### src/sv/periodic_transition_pattern_generator_unit_defines.svh
// Assertion macros for the pattern generator.
`ifndef PERIODIC_TRANSITION_PATTERN_GENERATOR_UNIT_DEFINES_SVH
`define PERIODIC_TRANSITION_PATTERN_GENERATOR_UNIT_DEFINES_SVH

// Same-cycle implication, sampled on clk, quiet during reset.
`define PTPG_ASSERT_NOW(label, ante, cons, msg) \
  label: assert property (@(posedge clk) disable iff (!rst_n) (ante) |-> (cons)) \
    else $error(msg);

// Next-cycle implication, sampled on clk, quiet during reset.
`define PTPG_ASSERT_NEXT(label, ante, cons, msg) \
  label: assert property (@(posedge clk) disable iff (!rst_n) (ante) |=> (cons)) \
    else $error(msg);

`endif

### src/sv/ptpg_pkg.sv
`default_nettype none
package ptpg_pkg;

  localparam int unsigned TIME_BITS   = 48;
  localparam int unsigned DATA_BITS   = 32;
  localparam int unsigned MAX_ENTRIES = 16;
  localparam int unsigned IDX_BITS    = 4;
  localparam int unsigned CNT_BITS    = 5;
  localparam int unsigned STAT_BITS   = 3;
  localparam int unsigned DIV_CNT_BITS = $clog2(TIME_BITS);

  localparam logic [DATA_BITS-1:0] PERIOD_RST = 32'd1000000;

  // item actions
  localparam logic [1:0] ACT_TICK  = 2'd0;
  localparam logic [1:0] ACT_WRITE = 2'd1;
  localparam logic [1:0] ACT_ARM   = 2'd2;

  // register indexes
  localparam logic [1:0] REG_PERIOD = 2'd0;
  localparam logic [1:0] REG_ZERO   = 2'd1;
  localparam logic [1:0] REG_COUNT  = 2'd2;

  // result kinds
  localparam logic KIND_FIRE   = 1'b0;
  localparam logic KIND_REPORT = 1'b1;

  // arm status codes
  localparam logic [STAT_BITS-1:0] ST_OK    = 3'd0;
  localparam logic [STAT_BITS-1:0] ST_EMPTY = 3'd1;
  localparam logic [STAT_BITS-1:0] ST_RANGE = 3'd2;
  localparam logic [STAT_BITS-1:0] ST_ORDER = 3'd3;
  localparam logic [STAT_BITS-1:0] ST_EARLY = 3'd4;

  typedef struct packed {
    logic                 load_item;
    logic                 tbl_write;
    logic                 disarm;
    logic                 rd_next;
    logic                 walk_step;
    logic                 div_init;
    logic                 div_step;
    logic                 div_fix;
    logic                 cnt_prep;
    logic                 cnt_step;
    logic                 cnt_wrap;
    logic                 arm_commit;
    logic                 fire_cap;
    logic                 fire_time;
    logic                 push_report;
    logic                 push_fire;
    logic                 last;
    logic [STAT_BITS-1:0] status;
  } ptpg_cmd_t;

  typedef struct packed {
    logic n_zero;
    logic now_early;
    logic order_bad;
    logic range_bad;
    logic walk_last;
    logic div_last;
    logic fire_ok;
    logic fire_more;
    logic out_free;
    logic armed;
    logic next_ok;
  } ptpg_stat_t;

endpackage
`default_nettype wire

### src/sv/ptpg_in_if.sv
`default_nettype none
interface ptpg_in_if;
  import ptpg_pkg::*;
  logic                 valid;
  logic                 ready;
  logic [1:0]           action;
  logic [TIME_BITS-1:0] time_now;
  logic [IDX_BITS-1:0]  entry_index;
  logic [DATA_BITS-1:0] entry_time;
  logic [DATA_BITS-1:0] entry_value;
  logic                 entry_stamp;

  modport source (output valid, action, time_now, entry_index, entry_time, entry_value,
                  entry_stamp, input ready);
  modport sink (input valid, action, time_now, entry_index, entry_time, entry_value,
                entry_stamp, output ready);
endinterface
`default_nettype wire

### src/sv/ptpg_out_if.sv
`default_nettype none
interface ptpg_out_if;
  import ptpg_pkg::*;
  logic                 valid;
  logic                 ready;
  logic                 kind;
  logic [DATA_BITS-1:0] out_value;
  logic [IDX_BITS-1:0]  fired_index;
  logic                 stamp_event;
  logic [TIME_BITS-1:0] stamp_time;
  logic [STAT_BITS-1:0] status;
  logic                 last;

  modport source (output valid, kind, out_value, fired_index, stamp_event, stamp_time,
                  status, last, input ready);
  modport sink (input valid, kind, out_value, fired_index, stamp_event, stamp_time,
                status, last, output ready);
endinterface
`default_nettype wire

### src/sv/ptpg_ctrl.sv
`default_nettype none
module ptpg_ctrl
  import ptpg_pkg::*;
(
  input  wire logic       clk,
  input  wire logic       rst_n,
  input  wire logic       in_valid,
  input  wire logic [1:0] in_action,
  output logic            in_ready,
  input  wire ptpg_stat_t stat,
  output ptpg_cmd_t       cmd
);

  typedef enum logic [19:0] {
    S_IDLE    = 20'h00001,
    S_A_START = 20'h00002,
    S_A_RD    = 20'h00004,
    S_A_CHK   = 20'h00008,
    S_D_INIT  = 20'h00010,
    S_D_RUN   = 20'h00020,
    S_D_FIX   = 20'h00040,
    S_C_PREP  = 20'h00080,
    S_C_RD    = 20'h00100,
    S_C_CHK   = 20'h00200,
    S_C_WRAP  = 20'h00400,
    S_F_RD    = 20'h00800,
    S_F_DONE  = 20'h01000,
    S_REPORT  = 20'h02000,
    S_T_START = 20'h04000,
    S_T_RD    = 20'h08000,
    S_T_CAP   = 20'h10000,
    S_T_TRD   = 20'h20000,
    S_T_TIME  = 20'h40000,
    S_T_PUSH  = 20'h80000
  } state_t;

  state_t               state_r, state_nxt;
  logic [STAT_BITS-1:0] rep_status_r, rep_status_nxt;

  // hold state and the pending report code
  always_ff @(posedge clk) begin
    if (!rst_n) begin
      state_r      <= S_IDLE;
      rep_status_r <= ST_OK;
    end else begin
      state_r      <= state_nxt;
      rep_status_r <= rep_status_nxt;
    end
  end

  assign in_ready = (state_r == S_IDLE);

  // sequence the datapath
  always_comb begin
    state_nxt      = state_r;
    rep_status_nxt = rep_status_r;
    cmd            = '0;
    cmd.status     = rep_status_r;
    case (state_r)
      S_IDLE: begin
        if (in_valid) begin
          cmd.load_item = 1'b1;
          case (in_action)
            ACT_WRITE: begin
              cmd.tbl_write = 1'b1;
              cmd.disarm    = 1'b1;
            end
            ACT_ARM:  state_nxt = S_A_START;
            ACT_TICK: state_nxt = S_T_START;
            default: ;
          endcase
        end
      end
      S_A_START: begin
        if (stat.n_zero) begin
          rep_status_nxt = ST_EMPTY;
          state_nxt      = S_REPORT;
        end else if (stat.now_early) begin
          rep_status_nxt = ST_EARLY;
          state_nxt      = S_REPORT;
        end else begin
          state_nxt = S_A_RD;
        end
      end
      S_A_RD: state_nxt = S_A_CHK;
      S_A_CHK: begin
        if (stat.order_bad) begin
          rep_status_nxt = ST_ORDER;
          state_nxt      = S_REPORT;
        end else if (stat.range_bad) begin
          rep_status_nxt = ST_RANGE;
          state_nxt      = S_REPORT;
        end else begin
          cmd.walk_step = 1'b1;
          state_nxt     = stat.walk_last ? S_D_INIT : S_A_RD;
        end
      end
      S_D_INIT: begin
        cmd.div_init = 1'b1;
        state_nxt    = S_D_RUN;
      end
      S_D_RUN: begin
        cmd.div_step = 1'b1;
        if (stat.div_last) state_nxt = S_D_FIX;
      end
      S_D_FIX: begin
        cmd.div_fix = 1'b1;
        state_nxt   = S_C_PREP;
      end
      S_C_PREP: begin
        cmd.cnt_prep = 1'b1;
        state_nxt    = S_C_RD;
      end
      S_C_RD: state_nxt = S_C_CHK;
      S_C_CHK: begin
        cmd.cnt_step = 1'b1;
        state_nxt    = stat.walk_last ? S_C_WRAP : S_C_RD;
      end
      S_C_WRAP: begin
        cmd.cnt_wrap = 1'b1;
        state_nxt    = S_F_RD;
      end
      S_F_RD: state_nxt = S_F_DONE;
      S_F_DONE: begin
        cmd.arm_commit = 1'b1;
        rep_status_nxt = ST_OK;
        state_nxt      = S_REPORT;
      end
      S_REPORT: begin
        if (stat.out_free) begin
          cmd.push_report = 1'b1;
          state_nxt       = S_IDLE;
        end
      end
      S_T_START: state_nxt = stat.fire_ok ? S_T_RD : S_IDLE;
      S_T_RD: begin
        cmd.rd_next = 1'b1;
        state_nxt   = S_T_CAP;
      end
      S_T_CAP: begin
        cmd.fire_cap = 1'b1;
        state_nxt    = S_T_TRD;
      end
      S_T_TRD: begin
        cmd.rd_next = 1'b1;
        state_nxt   = S_T_TIME;
      end
      S_T_TIME: begin
        cmd.fire_time = 1'b1;
        state_nxt     = S_T_PUSH;
      end
      S_T_PUSH: begin
        if (stat.out_free) begin
          cmd.push_fire = 1'b1;
          cmd.last      = !stat.fire_more;
          state_nxt     = stat.fire_more ? S_T_RD : S_IDLE;
        end
      end
      default: state_nxt = S_IDLE;
    endcase
  end

endmodule
`default_nettype wire

### src/sv/ptpg_dp.sv
`default_nettype none
module ptpg_dp
  import ptpg_pkg::*;
#(
  parameter int unsigned MAX_FIRES_PER_TICK = 10
) (
  input  wire logic                 clk,
  input  wire logic                 rst_n,
  input  wire ptpg_cmd_t            cmd,
  output ptpg_stat_t                stat,
  input  wire logic [TIME_BITS-1:0] in_time_now,
  input  wire logic [IDX_BITS-1:0]  in_entry_index,
  input  wire logic [DATA_BITS-1:0] in_entry_time,
  input  wire logic [DATA_BITS-1:0] in_entry_value,
  input  wire logic                 in_entry_stamp,
  input  wire logic                 cfg_we,
  input  wire logic [1:0]           cfg_index,
  input  wire logic [DATA_BITS-1:0] cfg_wdata,
  output logic                      out_valid,
  input  wire logic                 out_ready,
  output logic                      out_kind,
  output logic [DATA_BITS-1:0]      out_value,
  output logic [IDX_BITS-1:0]       out_fired_index,
  output logic                      out_stamp_event,
  output logic [TIME_BITS-1:0]      out_stamp_time,
  output logic [STAT_BITS-1:0]      out_status,
  output logic                      out_last
);

  localparam int unsigned FC_BITS = $clog2(MAX_FIRES_PER_TICK + 1);

  logic [DATA_BITS-1:0]    period_r, zero_off_r;
  logic [CNT_BITS-1:0]     count_r, n_used;
  logic                    cfg_hit;

  logic [DATA_BITS-1:0]    tbl_time_r  [MAX_ENTRIES];
  logic [DATA_BITS-1:0]    tbl_value_r [MAX_ENTRIES];
  logic                    tbl_stamp_r [MAX_ENTRIES];
  logic [IDX_BITS-1:0]     rd_addr;
  logic [DATA_BITS-1:0]    rd_time_r, rd_value_r;
  logic                    rd_stamp_r;

  logic [TIME_BITS-1:0]    now_r, ext_period, ext_rem;
  logic [CNT_BITS-1:0]     idx_r, first_r;
  logic [DATA_BITS-1:0]    prev_r;
  logic [TIME_BITS-1:0]    dvd_r;
  logic [DATA_BITS-1:0]    rem_r;
  logic [DATA_BITS:0]      rem_sh, rem_sub;
  logic [DIV_CNT_BITS-1:0] bit_cnt_r;
  logic                    round_up;
  logic [TIME_BITS-1:0]    start_r, off_r;
  logic                    ahead_r;

  logic                    armed_r;
  logic [IDX_BITS-1:0]     next_index_r;
  logic [TIME_BITS-1:0]    period_start_r, next_time_r;
  logic [FC_BITS-1:0]      fire_cnt_r;
  logic [DATA_BITS-1:0]    pend_value_r;
  logic [IDX_BITS-1:0]     pend_index_r;
  logic                    pend_stamp_r;
  logic                    due;

  assign n_used     = (count_r > CNT_BITS'(MAX_ENTRIES)) ? CNT_BITS'(MAX_ENTRIES) : count_r;
  assign cfg_hit    = cfg_we && (cfg_index == REG_PERIOD || cfg_index == REG_ZERO ||
                                 cfg_index == REG_COUNT);
  assign ext_period = TIME_BITS'(period_r);
  assign ext_rem    = TIME_BITS'(rem_r);

  // configuration registers
  always_ff @(posedge clk) begin
    if (!rst_n) begin
      period_r   <= PERIOD_RST;
      zero_off_r <= '0;
      count_r    <= '0;
    end else if (cfg_we) begin
      case (cfg_index)
        REG_PERIOD: period_r   <= cfg_wdata;
        REG_ZERO:   zero_off_r <= cfg_wdata;
        REG_COUNT:  count_r    <= cfg_wdata[CNT_BITS-1:0];
        default: ;
      endcase
    end
  end

  // transition table, one write and one registered read port
  assign rd_addr = cmd.rd_next ? next_index_r : idx_r[IDX_BITS-1:0];

  always_ff @(posedge clk) begin
    if (cmd.tbl_write) begin
      tbl_time_r[in_entry_index]  <= in_entry_time;
      tbl_value_r[in_entry_index] <= in_entry_value;
      tbl_stamp_r[in_entry_index] <= in_entry_stamp;
    end
    rd_time_r  <= tbl_time_r[rd_addr];
    rd_value_r <= tbl_value_r[rd_addr];
    rd_stamp_r <= tbl_stamp_r[rd_addr];
  end

  // restoring divider step, one quotient bit a cycle
  assign rem_sh  = {rem_r, dvd_r[TIME_BITS-1]};
  assign rem_sub = rem_sh - {1'b0, period_r};
  assign round_up = (rem_r >= (period_r - rem_r));

  // item time, walk counter and arm scratch
  always_ff @(posedge clk) begin
    if (cmd.load_item) now_r <= in_time_now;
    if (cmd.walk_step) prev_r <= rd_time_r;

    if (cmd.load_item || cmd.cnt_prep) begin
      idx_r <= '0;
    end else if (cmd.walk_step || cmd.cnt_step) begin
      idx_r <= idx_r + CNT_BITS'(1);
    end else if (cmd.cnt_wrap) begin
      idx_r <= (first_r == n_used) ? '0 : first_r;
    end

    if (cmd.div_init) begin
      dvd_r     <= now_r - TIME_BITS'(zero_off_r);
      rem_r     <= '0;
      bit_cnt_r <= '0;
    end else if (cmd.div_step) begin
      dvd_r     <= {dvd_r[TIME_BITS-2:0], 1'b0};
      rem_r     <= (rem_sh >= {1'b0, period_r}) ? rem_sub[DATA_BITS-1:0]
                                                 : rem_sh[DATA_BITS-1:0];
      bit_cnt_r <= bit_cnt_r + DIV_CNT_BITS'(1);
    end

    if (cmd.div_fix) begin
      start_r <= now_r - ext_rem + (round_up ? ext_period : '0);
    end else if (cmd.cnt_wrap && first_r == n_used) begin
      start_r <= start_r + ext_period;
    end

    if (cmd.cnt_prep) begin
      ahead_r <= (start_r > now_r);
      off_r   <= (start_r > now_r) ? '0 : now_r - start_r;
      first_r <= '0;
    end else if (cmd.cnt_step && !ahead_r && TIME_BITS'(rd_time_r) < off_r) begin
      first_r <= first_r + CNT_BITS'(1);
    end

    if (cmd.fire_cap) begin
      pend_value_r <= rd_value_r;
      pend_stamp_r <= rd_stamp_r;
      pend_index_r <= next_index_r;
    end
  end

  // playback state
  always_ff @(posedge clk) begin
    if (!rst_n) begin
      armed_r        <= 1'b0;
      next_index_r   <= '0;
      period_start_r <= '0;
      next_time_r    <= '0;
      fire_cnt_r     <= '0;
    end else begin
      if (cmd.disarm || cfg_hit) begin
        armed_r <= 1'b0;
      end else if (cmd.arm_commit) begin
        armed_r <= 1'b1;
      end

      if (cmd.load_item) begin
        fire_cnt_r <= '0;
      end else if (cmd.fire_cap) begin
        fire_cnt_r <= fire_cnt_r + FC_BITS'(1);
      end

      if (cmd.arm_commit) begin
        next_index_r   <= idx_r[IDX_BITS-1:0];
        period_start_r <= start_r;
        next_time_r    <= start_r + TIME_BITS'(rd_time_r);
      end else if (cmd.fire_cap) begin
        if ({1'b0, next_index_r} + CNT_BITS'(1) >= n_used) begin
          next_index_r   <= '0;
          period_start_r <= period_start_r + ext_period;
        end else begin
          next_index_r <= next_index_r + IDX_BITS'(1);
        end
      end else if (cmd.fire_time) begin
        next_time_r <= period_start_r + TIME_BITS'(rd_time_r);
      end
    end
  end

  // result register
  always_ff @(posedge clk) begin
    if (!rst_n) begin
      out_valid <= 1'b0;
    end else if (cmd.push_report || cmd.push_fire) begin
      out_valid <= 1'b1;
    end else if (out_ready) begin
      out_valid <= 1'b0;
    end
  end

  always_ff @(posedge clk) begin
    if (cmd.push_report) begin
      out_kind        <= KIND_REPORT;
      out_value       <= '0;
      out_fired_index <= '0;
      out_stamp_event <= 1'b0;
      out_stamp_time  <= '0;
      out_status      <= cmd.status;
      out_last        <= 1'b1;
    end else if (cmd.push_fire) begin
      out_kind        <= KIND_FIRE;
      out_value       <= pend_value_r;
      out_fired_index <= pend_index_r;
      out_stamp_event <= pend_stamp_r;
      out_stamp_time  <= now_r;
      out_status      <= ST_OK;
      out_last        <= cmd.last;
    end
  end

  // status to the controller
  assign due = (now_r >= next_time_r);

  always_comb begin
    stat.n_zero    = (n_used == '0);
    stat.now_early = (now_r < TIME_BITS'(zero_off_r));
    stat.order_bad = (idx_r != '0) && (prev_r >= rd_time_r);
    stat.range_bad = (rd_time_r >= period_r);
    stat.walk_last = ((idx_r + CNT_BITS'(1)) == n_used);
    stat.div_last  = (bit_cnt_r == DIV_CNT_BITS'(TIME_BITS - 1));
    stat.next_ok   = ({1'b0, next_index_r} < n_used);
    stat.armed     = armed_r;
    stat.fire_ok   = armed_r && (n_used != '0) && stat.next_ok && due;
    stat.fire_more = (fire_cnt_r < FC_BITS'(MAX_FIRES_PER_TICK)) && due;
    stat.out_free  = !out_valid || out_ready;
  end

endmodule
`default_nettype wire

### src/sv/periodic_transition_pattern_generator_unit.sv
// Periodic transition pattern generator.
// Input channel in_ch carries tick, table-write and arm items; result channel
// out_ch carries fired transitions and arm status reports; cfg_* writes the
// period, zero offset and entry count registers (a write disarms the block).
// A write item gives no result. A tick item fires at most MAX_FIRES_PER_TICK
// transitions; the last result of the tick has last set. An arm item walks
// the table, runs a bit-serial remainder unit, walks the table again and
// reports, and reports early when a check fails. The table memory has a
// single read port; one item is handled at a time. The result register
// lets a new item enter while a finished result waits; when the receiver
// stalls, the block holds in its emit step until the register drains.
// Reset disarms, loads the register defaults and empties the result
// register; table contents stay undefined until written.
`default_nettype none
`include "periodic_transition_pattern_generator_unit_defines.svh"
module periodic_transition_pattern_generator_unit
  import ptpg_pkg::*;
#(
  parameter int unsigned MAX_FIRES_PER_TICK = 10
) (
  input  wire logic                 clk,
  input  wire logic                 rst_n,
  ptpg_in_if.sink                   in_ch,
  ptpg_out_if.source                out_ch,
  input  wire logic                 cfg_we,
  input  wire logic [1:0]           cfg_index,
  input  wire logic [DATA_BITS-1:0] cfg_wdata
);

  ptpg_cmd_t  cmd;
  ptpg_stat_t stat;

  // sequencer
  ptpg_ctrl u_ctrl (
    .clk       (clk),
    .rst_n     (rst_n),
    .in_valid  (in_ch.valid),
    .in_action (in_ch.action),
    .in_ready  (in_ch.ready),
    .stat      (stat),
    .cmd       (cmd)
  );

  // table, divider and playback state
  ptpg_dp #(
    .MAX_FIRES_PER_TICK (MAX_FIRES_PER_TICK)
  ) u_dp (
    .clk             (clk),
    .rst_n           (rst_n),
    .cmd             (cmd),
    .stat            (stat),
    .in_time_now     (in_ch.time_now),
    .in_entry_index  (in_ch.entry_index),
    .in_entry_time   (in_ch.entry_time),
    .in_entry_value  (in_ch.entry_value),
    .in_entry_stamp  (in_ch.entry_stamp),
    .cfg_we          (cfg_we),
    .cfg_index       (cfg_index),
    .cfg_wdata       (cfg_wdata),
    .out_valid       (out_ch.valid),
    .out_ready       (out_ch.ready),
    .out_kind        (out_ch.kind),
    .out_value       (out_ch.out_value),
    .out_fired_index (out_ch.fired_index),
    .out_stamp_event (out_ch.stamp_event),
    .out_stamp_time  (out_ch.stamp_time),
    .out_status      (out_ch.status),
    .out_last        (out_ch.last)
  );

  // checks
  `PTPG_ASSERT_NEXT(a_cfg_disarms, cfg_we && (cfg_index == REG_PERIOD || cfg_index == REG_ZERO || cfg_index == REG_COUNT), !stat.armed, "register write left block armed")
  `PTPG_ASSERT_NOW(a_armed_index, stat.armed, stat.next_ok, "armed with pending entry beyond table")
  `PTPG_ASSERT_NOW(a_report_last, out_ch.valid && out_ch.kind == KIND_REPORT, out_ch.last, "arm report without last")
  `PTPG_ASSERT_NOW(a_fire_status, out_ch.valid && out_ch.kind == KIND_FIRE, out_ch.status == ST_OK, "fired transition with status")

endmodule
`default_nettype wire
### src/flat_wrapper.sv
// flat-port wrapper written by rule: the top's interface ports become plain ports
module periodic_transition_pattern_generator_unit_flat import ptpg_pkg::*;
#(
  parameter int unsigned MAX_FIRES_PER_TICK = 10
)
  (clk, rst_n, cfg_we, cfg_index, cfg_wdata, in_ch_valid, in_ch_action, in_ch_time_now, in_ch_entry_index, in_ch_entry_time, in_ch_entry_value, in_ch_entry_stamp, in_ch_ready, out_ch_valid, out_ch_kind, out_ch_out_value, out_ch_fired_index, out_ch_stamp_event, out_ch_stamp_time, out_ch_status, out_ch_last, out_ch_ready);
  ptpg_in_if in_ch_i ();
  ptpg_out_if out_ch_i ();
  input  wire logic clk;
  input  wire logic rst_n;
  input  wire logic cfg_we;
  input  wire logic [1:0] cfg_index;
  input  wire logic [DATA_BITS-1:0] cfg_wdata;
  input wire logic [$bits(in_ch_i.valid)-1:0] in_ch_valid;
  input wire logic [$bits(in_ch_i.action)-1:0] in_ch_action;
  input wire logic [$bits(in_ch_i.time_now)-1:0] in_ch_time_now;
  input wire logic [$bits(in_ch_i.entry_index)-1:0] in_ch_entry_index;
  input wire logic [$bits(in_ch_i.entry_time)-1:0] in_ch_entry_time;
  input wire logic [$bits(in_ch_i.entry_value)-1:0] in_ch_entry_value;
  input wire logic [$bits(in_ch_i.entry_stamp)-1:0] in_ch_entry_stamp;
  output wire logic [$bits(in_ch_i.ready)-1:0] in_ch_ready;
  output wire logic [$bits(out_ch_i.valid)-1:0] out_ch_valid;
  output wire logic [$bits(out_ch_i.kind)-1:0] out_ch_kind;
  output wire logic [$bits(out_ch_i.out_value)-1:0] out_ch_out_value;
  output wire logic [$bits(out_ch_i.fired_index)-1:0] out_ch_fired_index;
  output wire logic [$bits(out_ch_i.stamp_event)-1:0] out_ch_stamp_event;
  output wire logic [$bits(out_ch_i.stamp_time)-1:0] out_ch_stamp_time;
  output wire logic [$bits(out_ch_i.status)-1:0] out_ch_status;
  output wire logic [$bits(out_ch_i.last)-1:0] out_ch_last;
  input wire logic [$bits(out_ch_i.ready)-1:0] out_ch_ready;
  assign in_ch_i.valid = in_ch_valid;
  assign in_ch_i.action = in_ch_action;
  assign in_ch_i.time_now = in_ch_time_now;
  assign in_ch_i.entry_index = in_ch_entry_index;
  assign in_ch_i.entry_time = in_ch_entry_time;
  assign in_ch_i.entry_value = in_ch_entry_value;
  assign in_ch_i.entry_stamp = in_ch_entry_stamp;
  assign in_ch_ready = in_ch_i.ready;
  assign out_ch_valid = out_ch_i.valid;
  assign out_ch_kind = out_ch_i.kind;
  assign out_ch_out_value = out_ch_i.out_value;
  assign out_ch_fired_index = out_ch_i.fired_index;
  assign out_ch_stamp_event = out_ch_i.stamp_event;
  assign out_ch_stamp_time = out_ch_i.stamp_time;
  assign out_ch_status = out_ch_i.status;
  assign out_ch_last = out_ch_i.last;
  assign out_ch_i.ready = out_ch_ready;
  periodic_transition_pattern_generator_unit #(.MAX_FIRES_PER_TICK(MAX_FIRES_PER_TICK)) u_core (.clk(clk), .rst_n(rst_n), .in_ch(in_ch_i), .out_ch(out_ch_i), .cfg_we(cfg_we), .cfg_index(cfg_index), .cfg_wdata(cfg_wdata));
endmodule
### config.mk
export PLATFORM = sky130hd
export DESIGN_NAME = periodic_transition_pattern_generator_unit_flat
export DESIGN_NICKNAME = d
export VERILOG_FILES = /design/src/sv/ptpg_pkg.sv /design/src/sv/ptpg_in_if.sv /design/src/sv/ptpg_out_if.sv /design/src/sv/ptpg_ctrl.sv /design/src/sv/ptpg_dp.sv /design/src/sv/periodic_transition_pattern_generator_unit.sv /design/src/flat_wrapper.sv
export VERILOG_INCLUDE_DIRS = /design/src /design/src/sv
export SDC_FILE = /design/constraint.sdc
export NUM_CORES = 2
export LEC_CHECK = 0
export BUFFER_PORTS_ARGS = -buffer_cell sky130_fd_sc_hd__buf_2
export CAP_MARGIN = 40
export CORE_MARGIN = 4
export CORE_UTILIZATION = 55
export CTS_CLUSTER_SIZE = 10
export DETAILED_ROUTE_END_ITERATION = 8
export PLACE_DENSITY = 0.81
export SYNTH_ARGS = -nofsm -noshare
export SYNTH_HDL_FRONTEND = slang
export SYNTH_HIERARCHICAL = 1
export SYNTH_SLANG_ARGS = --single-unit
### constraint.sdc
create_clock -name clk -period 9.15 [get_ports clk]
set_input_delay 0 -clock clk [delete_from_list [all_inputs] [get_ports clk]]
set_output_delay 0 -clock clk [all_outputs]
set_load 0.01 [all_outputs]
==> results by group <==
Global routing
  – Vias in the first global route: 63082
  – Total GRT Usage: 31.5%
  – Global route overflow: 0
  – Initial antenna violation count: 22
  – Largest net degree at the start of global routing: 131
  – First-pass GRT wire length: 388000 um

Timing
  – Setup Skew: 76.5 ps
  – Post-layout min period: 8740 ps
  – Final setup viols: 0
  – Final max-slew violation count: 0
  – Setup repair after global routing missed its margin: false
  – Final TNS setup: 0 ps
  – Slew margin rel.: 33.5%
  – Max Fclk: 114 MHz
  – Slew @ Worst Pin: 997 ps
  – Final Hold Fails: 0
  – Period utilisation layout: 95.5%

Place
  – Placed cell area: 89700 um2
  – DP Wirelength: 160000 um
  – Gp weighted congestion: 0.978
  – IO buf count: 249
  – Post-Place Cells: 9129

Setup path
  – Critical Path Fanout Max: 9
  – Crit-path leading delay family: compound AO/OA/AOI/OAI gates
  – Reg2reg end: u_core/u_dp/start_r[47]
  – Reg2reg start: u_core/u_dp/rem_r[0]
  – R2r setup slk: 410 ps
  – Worst setup EP type: register
  – Buf/Inv on CP: 3
  – Worst reg-to-reg path cell count: 37
  – Critical path class: reg2reg
  – Max incr delay on CP: 520 ps
  – Crit path arrival time: 9280 ps
  – CP startpoint kind: register
  – Slowest cell on crit path: or3b_2
  – Worst path required time: 9690 ps

Synthesis
  – Syn_nets: 7699
  – Syn Inst Count: 7008
  – Synth Cell Area: 85700 um2
  – Avg Cell Area, Syn: 12.2 um2
  – Synthesis Warnings: 6

CTS
  – Clock latency on the worst-skew pair: 840 ps
  – Root Driver: clkbuf_16
  – Max clock buf depth: 3
  – Clock transition at path regs: 60 ps
  – TritonCTS clock tree: built
  – Clk sinks: 1703
  – H-tree levels: 4
  – Clock buffer count from CTS: 198

Layout
  – Nets@finish: 8216
  – Commonest non-fill, non-tap cells in the layout: edfxtp_1, nand2_1, ha_1
  – Filler-free cell count of the finished design: 9750
  – Leading cell type in the layout, fill and taps excluded: edfxtp_1
  – Final core occ: 63.7%
  – Design area: 98300 um2
  – Area Overhead vs Synth: 14.8%
  – Layout cells sized above 1: 13.1%

Power and ir drop
  – VDD IR max: 0.233 mV
  – Clock Power Share: 41.3%
  – Net Sw Frac: 25.9%
  – Seq pwr share: 47.1%
  – PD cells: 185 nW/um2
  – P_sw: 4.71 mW
  – Internal power: 13.5 mW
  – Post-route total power: 18.2 mW
  – Comb power frac: 11.6%
  – Leakage: 36.8 nW

Min path
  – HP Start: cfg_wdata[6]
  – Worst min path class: in2reg
  – Hold path endpoint: u_core/u_dp/zero_off_r[6]
  – Hold Path Depth: 4

Floorplan
  – Initial Util: 55.5%
  – DIE AREA: 162000 um2
  – I/O pins: 250
  – Site Rows: 144
  – Die W: 403 um
  – Core area: 154000 um2
  – Chip Height: 403 um

Routing
  – WL per Instance: 26.6 um
  – Routed wire length: 260000 um
  – Vias per cell: 6.38
  – Residual DRC count: 0
  – Via count: 62252
  – Antenna viol nets, final: 0
  – 1st-pass router iterations: 6
  – Iter 0 DRT Violations: 6497

Flow run
  – Max_cap viols: 0

Status
  – Status: finished clean
==> sequential cells by signal (all words and copies together), names as in the netlist, 5 cells and up <==
register	cells
u_core/u_dp/dvd_r	48
u_core/u_dp/zero_off_r	32
u_core/u_dp/off_r	48
u_core/u_dp/prev_r	32
u_core/u_dp/period_r	32
u_core/u_dp/tbl_time_r	512
u_core/u_dp/rd_time_r	32
u_core/u_dp/now_r	48
u_core/u_dp/pend_value_r	32
u_core/u_dp/next_time_r	48
u_core/u_dp/rd_value_r	32
u_core/u_dp/out_value	32
u_core/u_ctrl/state_r	20
u_core/u_dp/tbl_stamp_r	16
u_core/u_dp/first_r	5
u_core/u_dp/rem_r	32
u_core/u_dp/period_start_r	48
u_core/u_dp/start_r	48
u_core/u_dp/tbl_value_r	512
u_core/u_dp/out_stamp_time	48
u_core/u_dp/count_r	5
u_core/u_dp/bit_cnt_r	6
u_core/u_dp/idx_r	5
==> per-layer routing <==
layer / part of all wire, % / up-vias / GRT usage, %
met1: 37 / 30527 / 38.6
met5: 0.035 / - / 0
met3: 8.9 / 742 / 5.47
met2: 49 / 3681 / 53.5
li1: - / 27288 / -
met4: 5.7 / 14 / 16.7
==> power groups by stage <==
| stage | Clock (mW) | Combinational [mW] | Sequential (mW) |
|---|---|---|---|
| floorplan | 0 | 1.35 | 8.63 |
| global placement | 0 | 1.89 | 8.71 |
| detailed placement | 0 | 1.93 | 8.71 |
| CTS | 7.58 | 2.04 | 8.55 |
| global route | 7.93 | 2.29 | 8.56 |
| finish | 7.51 | 2.10 | 8.56 |
==> worst register-to-register path: cells and delay by family, from the launching register on <==
| kind | cells | cell delay, ps |
|---|---|---|
| AO/OA/AOI/OAI | 22 | 4800 |
| adder cells (fa/ha/maj) | 5 | 1620 |
| AND/OR/NAND/NOR | 5 | 930 |
| flip-flops | 1 | 440 |
| buffers and inverters | 3 | 380 |
| XOR/XNOR | 1 | 210 |
| multiplexers | 1 | 90 |
==> worst max path at each step <==
| stage | start | end | slack, ps | cells past startpoint |
|---|---|---|---|---|
| 2_1_floorplan | u_core/u_ctrl/state_r[5] | u_core/u_dp/tbl_stamp_r[0] | 1590 | 8 |
| 3_3_place_gp | u_core/u_dp/rem_r[0] | u_core/u_dp/start_r[43] | 260 | 36 |
| 3_5_place_dp | u_core/u_dp/rem_r[0] | u_core/u_dp/start_r[43] | 170 | 36 |
| 4_1_cts | u_core/u_dp/rem_r[0] | u_core/u_dp/start_r[43] | 160 | 36 |
| 5_1_grt | u_core/u_dp/rem_r[0] | u_core/u_dp/start_r[43] | 50 | 37 |
| 6_report | u_core/u_dp/rem_r[0] | u_core/u_dp/start_r[47] | 410 | 37 |
==> layout make-up <==
type,count,area (um2)
Fill cell,10961,56100
Sequential cell,1703,47200
Multi-Input combinational cell,4557,35900
Clock buffer,334,5610
Timing Repair Buffer,599,4830
Tap cell,2044,2560
Inverter,466,1750
Clock inverter,32,457
Antenna cell,15,37.5
==> metrics by stage <==
step                      hold slack [ps]  worst slack [ps]
after floorplan                      78.1              1590
after global placement                178               262
after detailed placement              178               174
after CTS                            2.33               158
after global routing                 33.3              52.7
final                                49.8               414
==> repair_timing <==
| item | CTS | global route |
|---|---|---|
| endpoints found under the setup margin | 0 | 13 |
| buffers inserted | 0 | 1 |
| gates resized for setup | 0 | 9 |
| hold buffers | 238 | 0 |
| endpoints found under the hold margin | 1389 | 0 |
(Power assumes the default switching activity.)
